File: src/hdl/fqs_pkg.sv
// ----------------------------------------------------------------------------
// fqs_pkg
// Shared codes and the command and status bundles between controller and
// datapath of the searchable queue.
// ----------------------------------------------------------------------------
package fqs_pkg;

  localparam logic [2:0] CMD_ENQ     = 3'd0;
  localparam logic [2:0] CMD_DEQ     = 3'd1;
  localparam logic [2:0] CMD_READ    = 3'd2;
  localparam logic [2:0] CMD_SEARCH  = 3'd3;
  localparam logic [2:0] CMD_REVERSE = 3'd4;
  localparam logic [2:0] CMD_CLEAR   = 3'd5;

  localparam logic [1:0] ST_OK       = 2'd0;
  localparam logic [1:0] ST_UNDER    = 2'd1;
  localparam logic [1:0] ST_OVER     = 2'd2;
  localparam logic [1:0] ST_INDEX    = 2'd3;

  typedef struct packed {
    logic load;
    logic exec;
    logic capture;
    logic search;
    logic rd_front;
    logic rd_back;
    logic finish;
  } dp_cmd_t;

  typedef struct packed {
    logic needs_read;
    logic is_search;
    logic search_done;
  } dp_stat_t;

endpackage

File: src/hdl/fqs_ctrl.sv
// ----------------------------------------------------------------------------
// fqs_ctrl
// Sequencer of the searchable queue: steps one request through execute,
// data capture or search, front and back reads, and the result strobe.
// ----------------------------------------------------------------------------
module fqs_ctrl (
  input  logic             clk,
  input  logic             rst,
  input  logic             start,
  input  fqs_pkg::dp_stat_t stat,
  output fqs_pkg::dp_cmd_t  ctl,
  output logic             busy,
  output logic             done
);

  localparam logic [2:0] S_IDLE  = 3'd0;
  localparam logic [2:0] S_EXEC  = 3'd1;
  localparam logic [2:0] S_CAP   = 3'd2;
  localparam logic [2:0] S_SRCH  = 3'd3;
  localparam logic [2:0] S_FRONT = 3'd4;
  localparam logic [2:0] S_BACK  = 3'd5;
  localparam logic [2:0] S_FIN   = 3'd6;

  logic [2:0] state;
  logic [2:0] state_next;

  always_comb begin
    state_next = state;
    ctl        = '0;
    unique case (state)
      S_IDLE: begin
        if (start) begin
          ctl.load   = 1'b1;
          state_next = S_EXEC;
        end
      end
      S_EXEC: begin
        ctl.exec = 1'b1;
        priority if (stat.needs_read) state_next = S_CAP;
        else if (stat.is_search)      state_next = S_SRCH;
        else                          state_next = S_FRONT;
      end
      S_CAP: begin
        ctl.capture = 1'b1;
        state_next  = S_FRONT;
      end
      S_SRCH: begin
        ctl.search = 1'b1;
        if (stat.search_done) state_next = S_FRONT;
      end
      S_FRONT: begin
        ctl.rd_front = 1'b1;
        state_next   = S_BACK;
      end
      S_BACK: begin
        ctl.rd_back = 1'b1;
        state_next  = S_FIN;
      end
      S_FIN: begin
        ctl.finish = 1'b1;
        state_next = S_IDLE;
      end
      default: state_next = S_IDLE;
    endcase
  end

  always_ff @(posedge clk) begin
    if (rst) begin
      state <= S_IDLE;
      done  <= 1'b0;
    end else begin
      state <= state_next;
      done  <= (state == S_FIN);
    end
  end

  assign busy = (state != S_IDLE);

  a_done_after_fin: assert property (@(posedge clk) disable iff (rst)
    done |-> $past(state) == S_FIN)
    else $error("result strobe without finish step");

  a_start_enters_exec: assert property (@(posedge clk) disable iff (rst)
    (start && state == S_IDLE) |=> state == S_EXEC)
    else $error("accepted request did not enter execute");

endmodule

File: src/hdl/fqs_dp.sv
// ----------------------------------------------------------------------------
// fqs_dp
// Datapath of the searchable queue: ring store with one write and one
// registered read port, front pointer, count, direction flag and result
// registers.
// ----------------------------------------------------------------------------
module fqs_dp #(
  parameter int DEPTH         = 16,
  parameter int ELEMENT_WIDTH = 32
) (
  input  logic              clk,
  input  logic              rst,
  input  fqs_pkg::dp_cmd_t  ctl,
  output fqs_pkg::dp_stat_t stat,
  input  logic [2:0]        command,
  input  logic [31:0]       value,
  input  logic [4:0]        index,
  output logic [1:0]        status,
  output logic [31:0]       data,
  output logic [4:0]        found_position,
  output logic [4:0]        occupancy,
  output logic              is_empty,
  output logic [31:0]       front_value,
  output logic [31:0]       back_value
);

  localparam int PW = (DEPTH > 1) ? $clog2(DEPTH) : 1;
  localparam int CW = $clog2(DEPTH + 1);
  localparam int IW = (CW > 5) ? CW : 5;
  localparam int EW = ELEMENT_WIDTH;
  localparam logic [CW-1:0] DEPTH_C = CW'(DEPTH);
  localparam logic [PW:0]   DEPTH_W = (PW + 1)'(DEPTH);
  localparam logic [PW-1:0] LAST_SLOT = PW'(DEPTH - 1);

  logic [EW-1:0] mem [DEPTH];
  logic [EW-1:0] rd_data;
  logic [PW-1:0] raddr;
  logic [PW-1:0] waddr;
  logic          we;

  logic [PW-1:0] fp;
  logic [CW-1:0] cnt;
  logic          rev;

  logic [2:0]    cmd_q;
  logic [EW-1:0] val_q;
  logic [4:0]    idx_q;

  logic [CW-1:0] pos;
  logic [CW-1:0] chk_pos;
  logic          chk_valid;

  logic [1:0]    status_q;
  logic [EW-1:0] data_q;
  logic [CW-1:0] found_q;
  logic [EW-1:0] fv;
  logic [EW-1:0] bv;

  logic          full;
  logic          idx_ok;
  logic          match;
  logic [CW-1:0] exec_pos;
  logic [PW-1:0] fp_dec;
  logic [IW-1:0] idx_x;
  logic [IW-1:0] cnt_x;

  function automatic logic [PW-1:0] slot_of(input logic [CW-1:0] p);
    logic [CW-1:0] off;
    logic [PW:0]   sum;
    off = rev ? (cnt - CW'(1) - p) : p;
    sum = {1'b0, fp} + {1'b0, off[PW-1:0]};
    if (sum >= DEPTH_W) sum = sum - DEPTH_W;
    return sum[PW-1:0];
  endfunction

  assign full   = (cnt == DEPTH_C);
  assign idx_x  = IW'(idx_q);
  assign cnt_x  = IW'(cnt);
  assign idx_ok = (idx_q != 5'd0) && (idx_x <= cnt_x);
  assign match  = chk_valid && (rd_data == val_q);
  assign fp_dec = (fp == '0) ? LAST_SLOT : fp - PW'(1);
  assign exec_pos = (cmd_q == fqs_pkg::CMD_DEQ) ? '0 : CW'(idx_q - 5'd1);

  assign stat.needs_read  = ((cmd_q == fqs_pkg::CMD_DEQ) && (cnt != '0)) ||
                            ((cmd_q == fqs_pkg::CMD_READ) && idx_ok);
  assign stat.is_search   = (cmd_q == fqs_pkg::CMD_SEARCH);
  assign stat.search_done = match || (pos >= cnt);

  // read address
  always_comb begin
    priority if (ctl.exec) raddr = slot_of(exec_pos);
    else if (ctl.search)   raddr = slot_of(pos);
    else if (ctl.rd_back)  raddr = slot_of(cnt - CW'(1));
    else                   raddr = slot_of('0);
  end

  assign we = ctl.exec && (cmd_q == fqs_pkg::CMD_ENQ) && !full;

  // write address
  always_comb begin
    waddr = rev ? fp_dec : slot_of(cnt);
  end

  always_ff @(posedge clk) begin
    if (we) mem[waddr] <= val_q;
    rd_data <= mem[raddr];
  end

  // queue state
  always_ff @(posedge clk) begin
    if (rst) begin
      fp  <= '0;
      cnt <= '0;
      rev <= 1'b0;
    end else if (ctl.exec) begin
      unique case (cmd_q)
        fqs_pkg::CMD_ENQ: begin
          if (!full) begin
            if (rev) fp <= fp_dec;
            cnt <= cnt + CW'(1);
          end
        end
        fqs_pkg::CMD_REVERSE: rev <= ~rev;
        fqs_pkg::CMD_CLEAR: begin
          fp  <= '0;
          cnt <= '0;
          rev <= 1'b0;
        end
        default: ;
      endcase
    end else if (ctl.capture && (cmd_q == fqs_pkg::CMD_DEQ)) begin
      if (!rev) fp <= (fp == LAST_SLOT) ? '0 : fp + PW'(1);
      cnt <= cnt - CW'(1);
    end
  end

  // search walk
  always_ff @(posedge clk) begin
    if (rst) begin
      chk_valid <= 1'b0;
    end else if (ctl.load) begin
      chk_valid <= 1'b0;
      pos       <= '0;
    end else if (ctl.search && !match && (pos < cnt)) begin
      chk_valid <= 1'b1;
      chk_pos   <= pos;
      pos       <= pos + CW'(1);
    end
  end

  // request latch and result registers
  always_ff @(posedge clk) begin
    if (ctl.load) begin
      cmd_q    <= command;
      val_q    <= EW'(value);
      idx_q    <= index;
      status_q <= fqs_pkg::ST_OK;
      data_q   <= '0;
      found_q  <= '0;
    end
    if (ctl.exec) begin
      if ((cmd_q == fqs_pkg::CMD_ENQ) && full) status_q <= fqs_pkg::ST_OVER;
      if ((cmd_q == fqs_pkg::CMD_DEQ) && (cnt == '0)) status_q <= fqs_pkg::ST_UNDER;
      if ((cmd_q == fqs_pkg::CMD_READ) && !idx_ok) status_q <= fqs_pkg::ST_INDEX;
    end
    if (ctl.capture) data_q <= rd_data;
    if (ctl.search && match) found_q <= chk_pos + CW'(1);
    if (ctl.rd_back) fv <= (cnt != '0) ? rd_data : '0;
    if (ctl.finish)  bv <= (cnt != '0) ? rd_data : '0;
  end

  assign status         = status_q;
  assign data           = 32'(data_q);
  assign found_position = 5'(found_q);
  assign occupancy      = 5'(cnt);
  assign is_empty       = (cnt == '0);
  assign front_value    = 32'(fv);
  assign back_value     = 32'(bv);

  a_count_bound: assert property (@(posedge clk) disable iff (rst)
    cnt <= DEPTH_C)
    else $error("entry count above depth");

  a_pointer_bound: assert property (@(posedge clk) disable iff (rst)
    {1'b0, fp} < DEPTH_W)
    else $error("front pointer outside ring");

  a_overflow_holds: assert property (@(posedge clk) disable iff (rst)
    (ctl.exec && (cmd_q == fqs_pkg::CMD_ENQ) && full) |=> $stable(cnt) && $stable(fp))
    else $error("enqueue on full queue changed it");

  a_dequeue_only_nonempty: assert property (@(posedge clk) disable iff (rst)
    (ctl.capture && (cmd_q == fqs_pkg::CMD_DEQ)) |-> (cnt != '0))
    else $error("dequeue capture on empty queue");

endmodule

File: src/hdl/fifo_queue_with_search_core.sv
// ----------------------------------------------------------------------------
// fifo_queue_with_search_core
// Bounded queue in a ring store with enqueue, dequeue, indexed read, search,
// reverse and clear, reporting occupancy and front and back words per request.
// ----------------------------------------------------------------------------
// A request is taken when start is high and busy is low. Its result appears
// on the result ports for one cycle with done high, and must be taken then.
// Enqueue, reverse, clear and rejected requests step through execute, the
// front read, the back read and finish; dequeue and indexed read add a data
// capture step before the front read, and search reads entries until a match
// or the end of the queue. The store has a single read port that serves the
// entry reads, then the front word, then the back word, one per cycle.
module fifo_queue_with_search_core #(
  parameter int DEPTH         = 16,
  parameter int ELEMENT_WIDTH = 32
) (
  input  logic        clk,
  input  logic        rst,
  input  logic        start,
  output logic        busy,
  output logic        done,
  input  logic [2:0]  command,
  input  logic [31:0] value,
  input  logic [4:0]  index,
  output logic [1:0]  status,
  output logic [31:0] data,
  output logic [4:0]  found_position,
  output logic [4:0]  occupancy,
  output logic        is_empty,
  output logic [31:0] front_value,
  output logic [31:0] back_value
);

  fqs_pkg::dp_cmd_t  ctl;
  fqs_pkg::dp_stat_t stat;

  fqs_ctrl u_ctrl (
    .clk   (clk),
    .rst   (rst),
    .start (start),
    .stat  (stat),
    .ctl   (ctl),
    .busy  (busy),
    .done  (done)
  );

  fqs_dp #(
    .DEPTH         (DEPTH),
    .ELEMENT_WIDTH (ELEMENT_WIDTH)
  ) u_dp (
    .clk            (clk),
    .rst            (rst),
    .ctl            (ctl),
    .stat           (stat),
    .command        (command),
    .value          (value),
    .index          (index),
    .status         (status),
    .data           (data),
    .found_position (found_position),
    .occupancy      (occupancy),
    .is_empty       (is_empty),
    .front_value    (front_value),
    .back_value     (back_value)
  );

endmodule
File: config.mk
export PLATFORM = sky130hd
export DESIGN_NAME = fifo_queue_with_search_core
export DESIGN_NICKNAME = d
export VERILOG_FILES = /design/src/hdl/fqs_pkg.sv /design/src/hdl/fqs_ctrl.sv /design/src/hdl/fqs_dp.sv /design/src/hdl/fifo_queue_with_search_core.sv
export SDC_FILE = /design/constraint.sdc
export NUM_CORES = 1
export LEC_CHECK = 0
export BUFFER_PORTS_ARGS = -buffer_cell sky130_fd_sc_hd__buf_2
export CAP_MARGIN = 15
export CELL_PAD_IN_SITES_DETAIL_PLACEMENT = 0
export CELL_PAD_IN_SITES_GLOBAL_PLACEMENT = 2
export CORE_MARGIN = 5
export CORE_UTILIZATION = 40
export DETAILED_ROUTE_END_ITERATION = 10
export PLACE_DENSITY_LB_ADDON = 0.1
export REMOVE_ABC_BUFFERS = 1
export SKIP_CTS_REPAIR_TIMING = 1
export SYNTH_ARGS = -nofsm -noshare
export SYNTH_HDL_FRONTEND = slang
export SYNTH_SLANG_ARGS = --single-unit
File: constraint.sdc
create_clock -name clk -period 4.5 [get_ports clk]
set_clock_uncertainty 0.1 [all_clocks]
set_input_delay 0.45 -clock clk [delete_from_list [all_inputs] [get_ports clk]]
set_output_delay 0.45 -clock clk [all_outputs]
set_load 0.01 [all_outputs]
Word-level counts from Yosys, hierarchy flattened
Memory sizes are Yosys's and may differ from the RTL's. A register that Yosys moved wholly into a read port is not among the register bits.
Cells that the tools add are included.
{ "word_totals": {"regBits": 168, "latchBits": 0, "ramBits": 512, "rom_bits": 0, "input_bits": 43, "out_inout_bits": 111, "elab_cells": 159, "memories": 1} }
{ "memory_table": {"columns": ["memory", "words", "word_bits", "read_ports", "rd_clocked_by_memory_dff", "wr", "line_no", "rtl"], "rows": [
  ["u_dp.mem", 16, 32, 1, 1, 1, "fqs_dp.sv:35", "logic [EW-1:0] mem [DEPTH];"]
]} }
{ "classes": {"add_sub_neg": 21, "mul": 0, "div_mod_pow": 0, "order_cmp": 8, "eq_ne": 20, "shift": 0, "muxes": 53, "bitwise": 3, "n_reduce_logical": 37} }
{ "ops": {"columns": ["cell", "count"], "rows": [
  ["$mux W32", 3],
  ["$mux W4", 22],
  ["$eq A32 B32 Y1", 1],
  ["$mux W5", 6],
  ["$sub A4 B1 Y4 const B", 7],
  ["$add A4 B4 Y5", 5],
  ["$ge A5 B5 Y1 const B", 5],
  ["$pmux W3 S6", 1],
  ["$sub A4 B4 Y4", 4],
  ["$add A5 B1 Y5 const B", 3],
  ["$eq A3 B3 Y1 const B", 5],
  ["$logic_and A1 B1 Y1", 13],
  ["$eq A3 B2 Y1 const B", 4],
  ["$mux W3", 4],
  ["$mux W2", 5],
  ["$pmux W5 S2", 1],
  ["$reduce_bool A2 Y1", 5],
  ["$reduce_bool A5 Y1", 2],
  ["$mux W1", 9],
  ["$ne A3 B3 Y1 const B", 3],
  ["$pmux W4 S2", 1],
  ["$eq A3 B1 Y1 const B", 2],
  ["$logic_not A3 Y1", 2],
  ["$reduce_and A2 Y1", 3],
  ["19 further kinds", 26]
]} }

Longest topological paths before layout
{ "logic_depth": {"depth_word": 9, "depth_mapped": 16, "depth_no_buf": 14} }

By module
From an unflattened synthesis, not the netlist that was laid out.
{ "unflattened": {"cells_unflattened": 1432, "area_unflattened_um2": 27925.5} }
{ "by_module_without_submodules": {"columns": ["module", "n_inst", "cells_per_inst", "area_per_inst_um2", "seq_area_each_um2"], "rows": [
  ["fqs_dp", 1, 1399, 27651.5, 20810.0],
  ["fqs_ctrl", 1, 33, 274.0, 80.1]
]} }

Least setup slack after synthesis
OpenSTA, ideal clock, no wires.
{ "synth_timing": {"path_kind": "reg2reg", "from": "register u_dp.cnt[0] (netlist: u_dp.occupancy[0])", "to": "memory u_dp.mem[7][0] in the netlist's numbering (enable)", "setup_ns": 0.421, "arrival_ns": 3.904, "required_time_ns": 3.979, "slack_ns": 0.075, "stages_incl_launch_ff": 13, "n_path_buf": 1, "period_less_slack_ns": 4.425, "cell_sequence": "dfxtp_1 buf_6 inv_1 ha_1 xnor2_1 nand2_1 xnor2_1 inv_1 fa_1 mux2i_1 nor3b_1 nand2_1 nor2_1"} }
{ "synth_via": {"elab_chain_len": 7} }
{ "synth_rtl": {"columns": ["item", "line_no", "rtl"], "rows": [
  ["start: declaration", "fqs_dp.sv:42", "logic [CW-1:0] cnt;"],
  ["start signal: assignment", "fqs_dp.sv:120", "cnt <= cnt + CW'(1);"],
  ["start signal: assignment", "fqs_dp.sv:133", "cnt <= cnt - CW'(1);"],
  ["$sub A5 B1 Y5", "fqs_dp.sv:70", "off = rev ? (cnt - CW'(1) - p) : p;"],
  ["$sub A4 B4 Y4", "fqs_dp.sv:70", null],
  ["$mux W4", "fqs_dp.sv:70", null],
  ["$add A4 B4 Y5", "fqs_dp.sv:71", "sum = {1'b0, fp} + {1'b0, off[PW-1:0]};"],
  ["$sub A4 B1 Y4 or $ge A5 B5 Y1 (tied branches)", "fqs_dp.sv:72", "if (sum >= DEPTH_W) sum = sum - DEPTH_W;"],
  ["$mux W4", "fqs_dp.sv:72", null],
  ["$mux W4", "fqs_dp.sv:101", "waddr = rev ? fp_dec : slot_of(cnt);"],
  ["end: declaration", "fqs_dp.sv:35", null]
]} }
Several ways; a longest one is shown, not always the timed one.

Worst setup path after layout
{ "layout_timing": {"from": "register u_dp.cmd_q[1]", "to": "register u_dp.rd_data[22], read port of u_dp.mem"} }
{ "layout_via": {"elab_chain_len": 8} }
{ "layout_rtl": {"columns": ["item", "line_no", "rtl"], "rows": [
  ["start: declaration", "fqs_dp.sv:45", "logic [2:0] cmd_q;"],
  ["start signal: assignment", "fqs_dp.sv:154", "cmd_q <= command;"],
  ["$eq A3 B1 Y1 (*)", "fqs_dp.sv:82", "assign exec_pos = (cmd_q == fqs_pkg::CMD_DEQ) ? '0 : CW'(idx_q - 5'd1);"],
  ["$mux W4 (*)", "fqs_dp.sv:82", null],
  ["$sub A4 B4 Y4", "fqs_dp.sv:70", null],
  ["$mux W4 (*)", "fqs_dp.sv:70", null],
  ["$add A4 B4 Y5 (*)", "fqs_dp.sv:71", null],
  ["$sub A4 B1 Y4 or $ge A5 B5 Y1 (tied branches)", "fqs_dp.sv:72", null],
  ["$mux W4 (*)", "fqs_dp.sv:72", null],
  ["$mux W4 (*)", "fqs_dp.sv:91", "priority if (ctl.exec) raddr = slot_of(exec_pos);"],
  ["end: declaration", "fqs_dp.sv:36", "logic [EW-1:0] rd_data;"]
]} }
Mark *: on every way between the ends. The rest lies on a longest branch, timed or not.
A chain may end at the register's enable or synchronous reset.

==> reports/qor.yml <==
max_stage_delay_ps: 510
p_leak_nw: 11.2
clkSinkCount: 712
cts_tree: "done"
drtIter0Drc: 900
crit_type: "reg2reg"
maxSlewHeadroom: 0.488
post-route-util: 0.485
dieWidth_um: 274
synthTopCellsByCount: "edfxtp_1 (663), mux4_2 (129), mux2i_1 (103)"
crit_fanout: 13
netlist.area_leader.share: 0.714
grt_pass1_vias: 14828
root_buffer: "clkbuf_16"
power.total_mw: 15.7
ant_nets: 0
fp-row-count: 96
drive_above_1_share: 0.282
syn_avg_cell_area_um2: 19.6
synthDistinctLibCells: 70
arrival_ps: 4560
finalSetupTns_ps: 0
finalNetCount: 1773
holdCritStartpoint: "start"
drv_slew: 0
timing.hold.worst_path_depth: 5
yosys_warnings: 0
final.fill_count: 5844
worstReg2RegEnd: "u_dp.rd_data[22]"
dieHeight_um: 274
routed_wl_um: 68700
synth_flop_cell: "edfxtp_1"
clk_latency_ps: 610
netlist_instances: 1422
crit_start: "u_dp.cmd_q[1]"
routabilityCongestion: 0.749
synth_edf_count: 663
maxCapViolations: 0
end_kind: "flip-flop"
wl_per_cell_um: 25.6
start_util: 0.405
hold_end: "u_ctrl.state[2]"
core_mm2: 0.0689
status: "finished clean"
powerDensity_mw_per_mm2: 471
setup-violations-final: 0
whs_ps: 150
io_pins: 154
finalHoldViolations: 0
ys_ff_latch: 712
antenna_found_initial: 0
vdd_ir_drop_max_v: 0.000291
syn-cell-area_mm2: 0.0279
critPathRequiredTime_ps: 4930
timing.final.crit_share: 0.919
cts_buffer_depth: 3
viasPerCell: 5.21
drc: 0
vias: 13998
fin_crit_ps: 4140
area_growth_pct: 19.7
async_flop_share: 0
r2r_start: "u_dp.cmd_q[1]"
clk_pin_slew_ps: 50
cp-start-kind: "flip-flop"
yosysMostFrequentCell: "edfxtp_1"
grt_overflow: 0
timing.reg2reg.setup_slack_ps: 360
die-area_mm2: 0.0751
synth_area_leaders: "edfxtp_1 (71%), mux4_2 (10%), mux2i_1 (3.7%)"
rsz0062_at_grt: "no"
worstMarginPinSlew_ps: 768
num_antenna_cells: 0
cp_cell_sequence: "nor3b_1 > nor2_1 > ha_1 > fa_1 > xor2_1 > nor2_1 > mux4_2 > ha_1 > a21oi_1 > xnor2_1 > xnor2_4 > buf_12 > mux2i_1"
seq_area_frac_synth: 0.749
yosysTopAreaCell: "edfxtp_1"
port_buffers: 153
htreeDepth: 3
drtPass1Iterations: 4
numCtsBuffers: 77
hpwl_um: 38800
grt_start_max_net_pins: 43
ff2ff_path_depth: 13
grt_pass1_wl_um: 100000
timing.fmax_mhz: 242
hp-class: "in2reg"
crit_slowest_cell: "xnor2_4"
grt_usage: 0.184
-- registers in the layout (all words and copies together), names as in the netlist --
| signal | flops |
|---|---|
| u_dp.chk_pos | 5 |
| u_dp.chk_valid | 1 |
| u_dp.back_value | 32 |
| u_dp.rd_data | 32 |
| u_dp.found_position | 5 |
| u_dp.mem | 512 |
| u_dp.rev | 1 |
| u_dp.fp | 4 |
| u_dp.data | 32 |
| u_dp.occupancy | 5 |
| u_ctrl.state | 3 |
| u_dp.val_q | 32 |
| u_dp.idx_q | 5 |
| u_dp.status | 2 |
| u_dp.front_value | 32 |
| u_ctrl.done | 1 |
| u_dp.cmd_q | 3 |
| u_dp.pos | 5 |
-- metal layers --
layer / GRT usage / routed length [um]
met2: 0.301 / 33500
met4: 0.0471 / 1220
met5: 0 / 0
met1: 0.261 / 31300
met3: 0.0264 / 2760
-- worst max-delay path by stage --
stage | cells past startpoint | endpoint
after floorplan | 13 | u_dp.rd_data[0]
after global placement | 12 | u_dp.rd_data[3]
after detailed placement | 13 | u_dp.rd_data[22]
after CTS | 13 | u_dp.rd_data[3]
after global routing | 13 | u_dp.rd_data[31]
final | 13 | u_dp.rd_data[22]
-- logic make-up after synthesis --
group                    count (synthesis)  synth area share
flip-flops                             712             0.749
buffers and inverters                   94            0.0142
AO/OA/AOI/OAI                           91            0.0227
XOR/XNOR                                52            0.0171
AND/OR/NAND/NOR                        206            0.0394
multiplexers                           233             0.142
adder cells (fa/ha/maj)                 34            0.0163
-- layout make-up --
class                      count  area, um^2  area share
sequential                   712       20900       0.625
multi-input combinational    616        6800       0.203
clock buffer                 100        2070      0.0621
timing repair buffer         255        2000      0.0599
tap                          931        1160      0.0349
clock inverter                40         354      0.0106
inverter                      34         128     0.00382
-- critical path: cells and delay by family, from the launching register on --
kind,cells,cell delay (ps)
buf+inv,1,260
xor+xnor,3,850
compound gates,1,170
flops,1,460
simple gates,3,510
fa+ha+maj,3,1010
mux,2,710
-- cells in the final DEF, fill, tap and decap left out, types with 4 or more instances in the layout --
cell type | netlist | final
ha_1 | 30 | 29
a22o_1 | 4 | 4
o21ai_0 | 14 | 14
mux2i_1 | 103 | 103
buf_4 | 1 | 33
nand3_1 | 12 | 12
mux4_2 | 129 | 129
clkinv_1 | 1 | 11
nor2b_1 | 34 | 34
a21oi_1 | 20 | 20
dlygate4sd3_1 | 0 | 40
nor2_4 | 0 | 18
a21o_1 | 5 | 5
dfxtp_1 | 49 | 49
inv_1 | 33 | 32
xnor2_1 | 26 | 25
nand2_1 | 35 | 35
a31oi_1 | 4 | 4
buf_2 | 8 | 153
clkbuf_1 | 38 | 17
and2_1 | 33 | 33
nor2_1 | 48 | 30
nand4_1 | 4 | 4
and3_1 | 4 | 4
bufinv_16 | 0 | 4
clkbuf_8 | 0 | 6
nor4_1 | 5 | 5
or2_2 | 4 | 4
inv_6 | 0 | 6
a211oi_1 | 6 | 6
edfxtp_1 | 663 | 663
clkbuf_16 | 0 | 77
clkinv_2 | 0 | 15
buf_12 | 0 | 28
xor2_1 | 23 | 23
o21a_1 | 6 | 6
nor3_1 | 9 | 9
-- where the power goes --
part | internal (mW) | switching, mW
clock | 3.50 | 2.55
combinational | 0.910 | 0.999
sequential | 7.51 | 0.266
total | 11.9 | 3.82
-- stage by stage --
step / worst slack, ps / std cells / area, um^2
global placement: 338 / 2507 / 30600
global route: 179 / 2688 / 33400
finish: 364 / 2688 / 33400
detailed placement: 351 / 2508 / 30600
CTS: 347 / 2648 / 33000
floorplan: -3650 / 1362 / 27600
No activity file was read; power rests on OpenSTA's default activity.
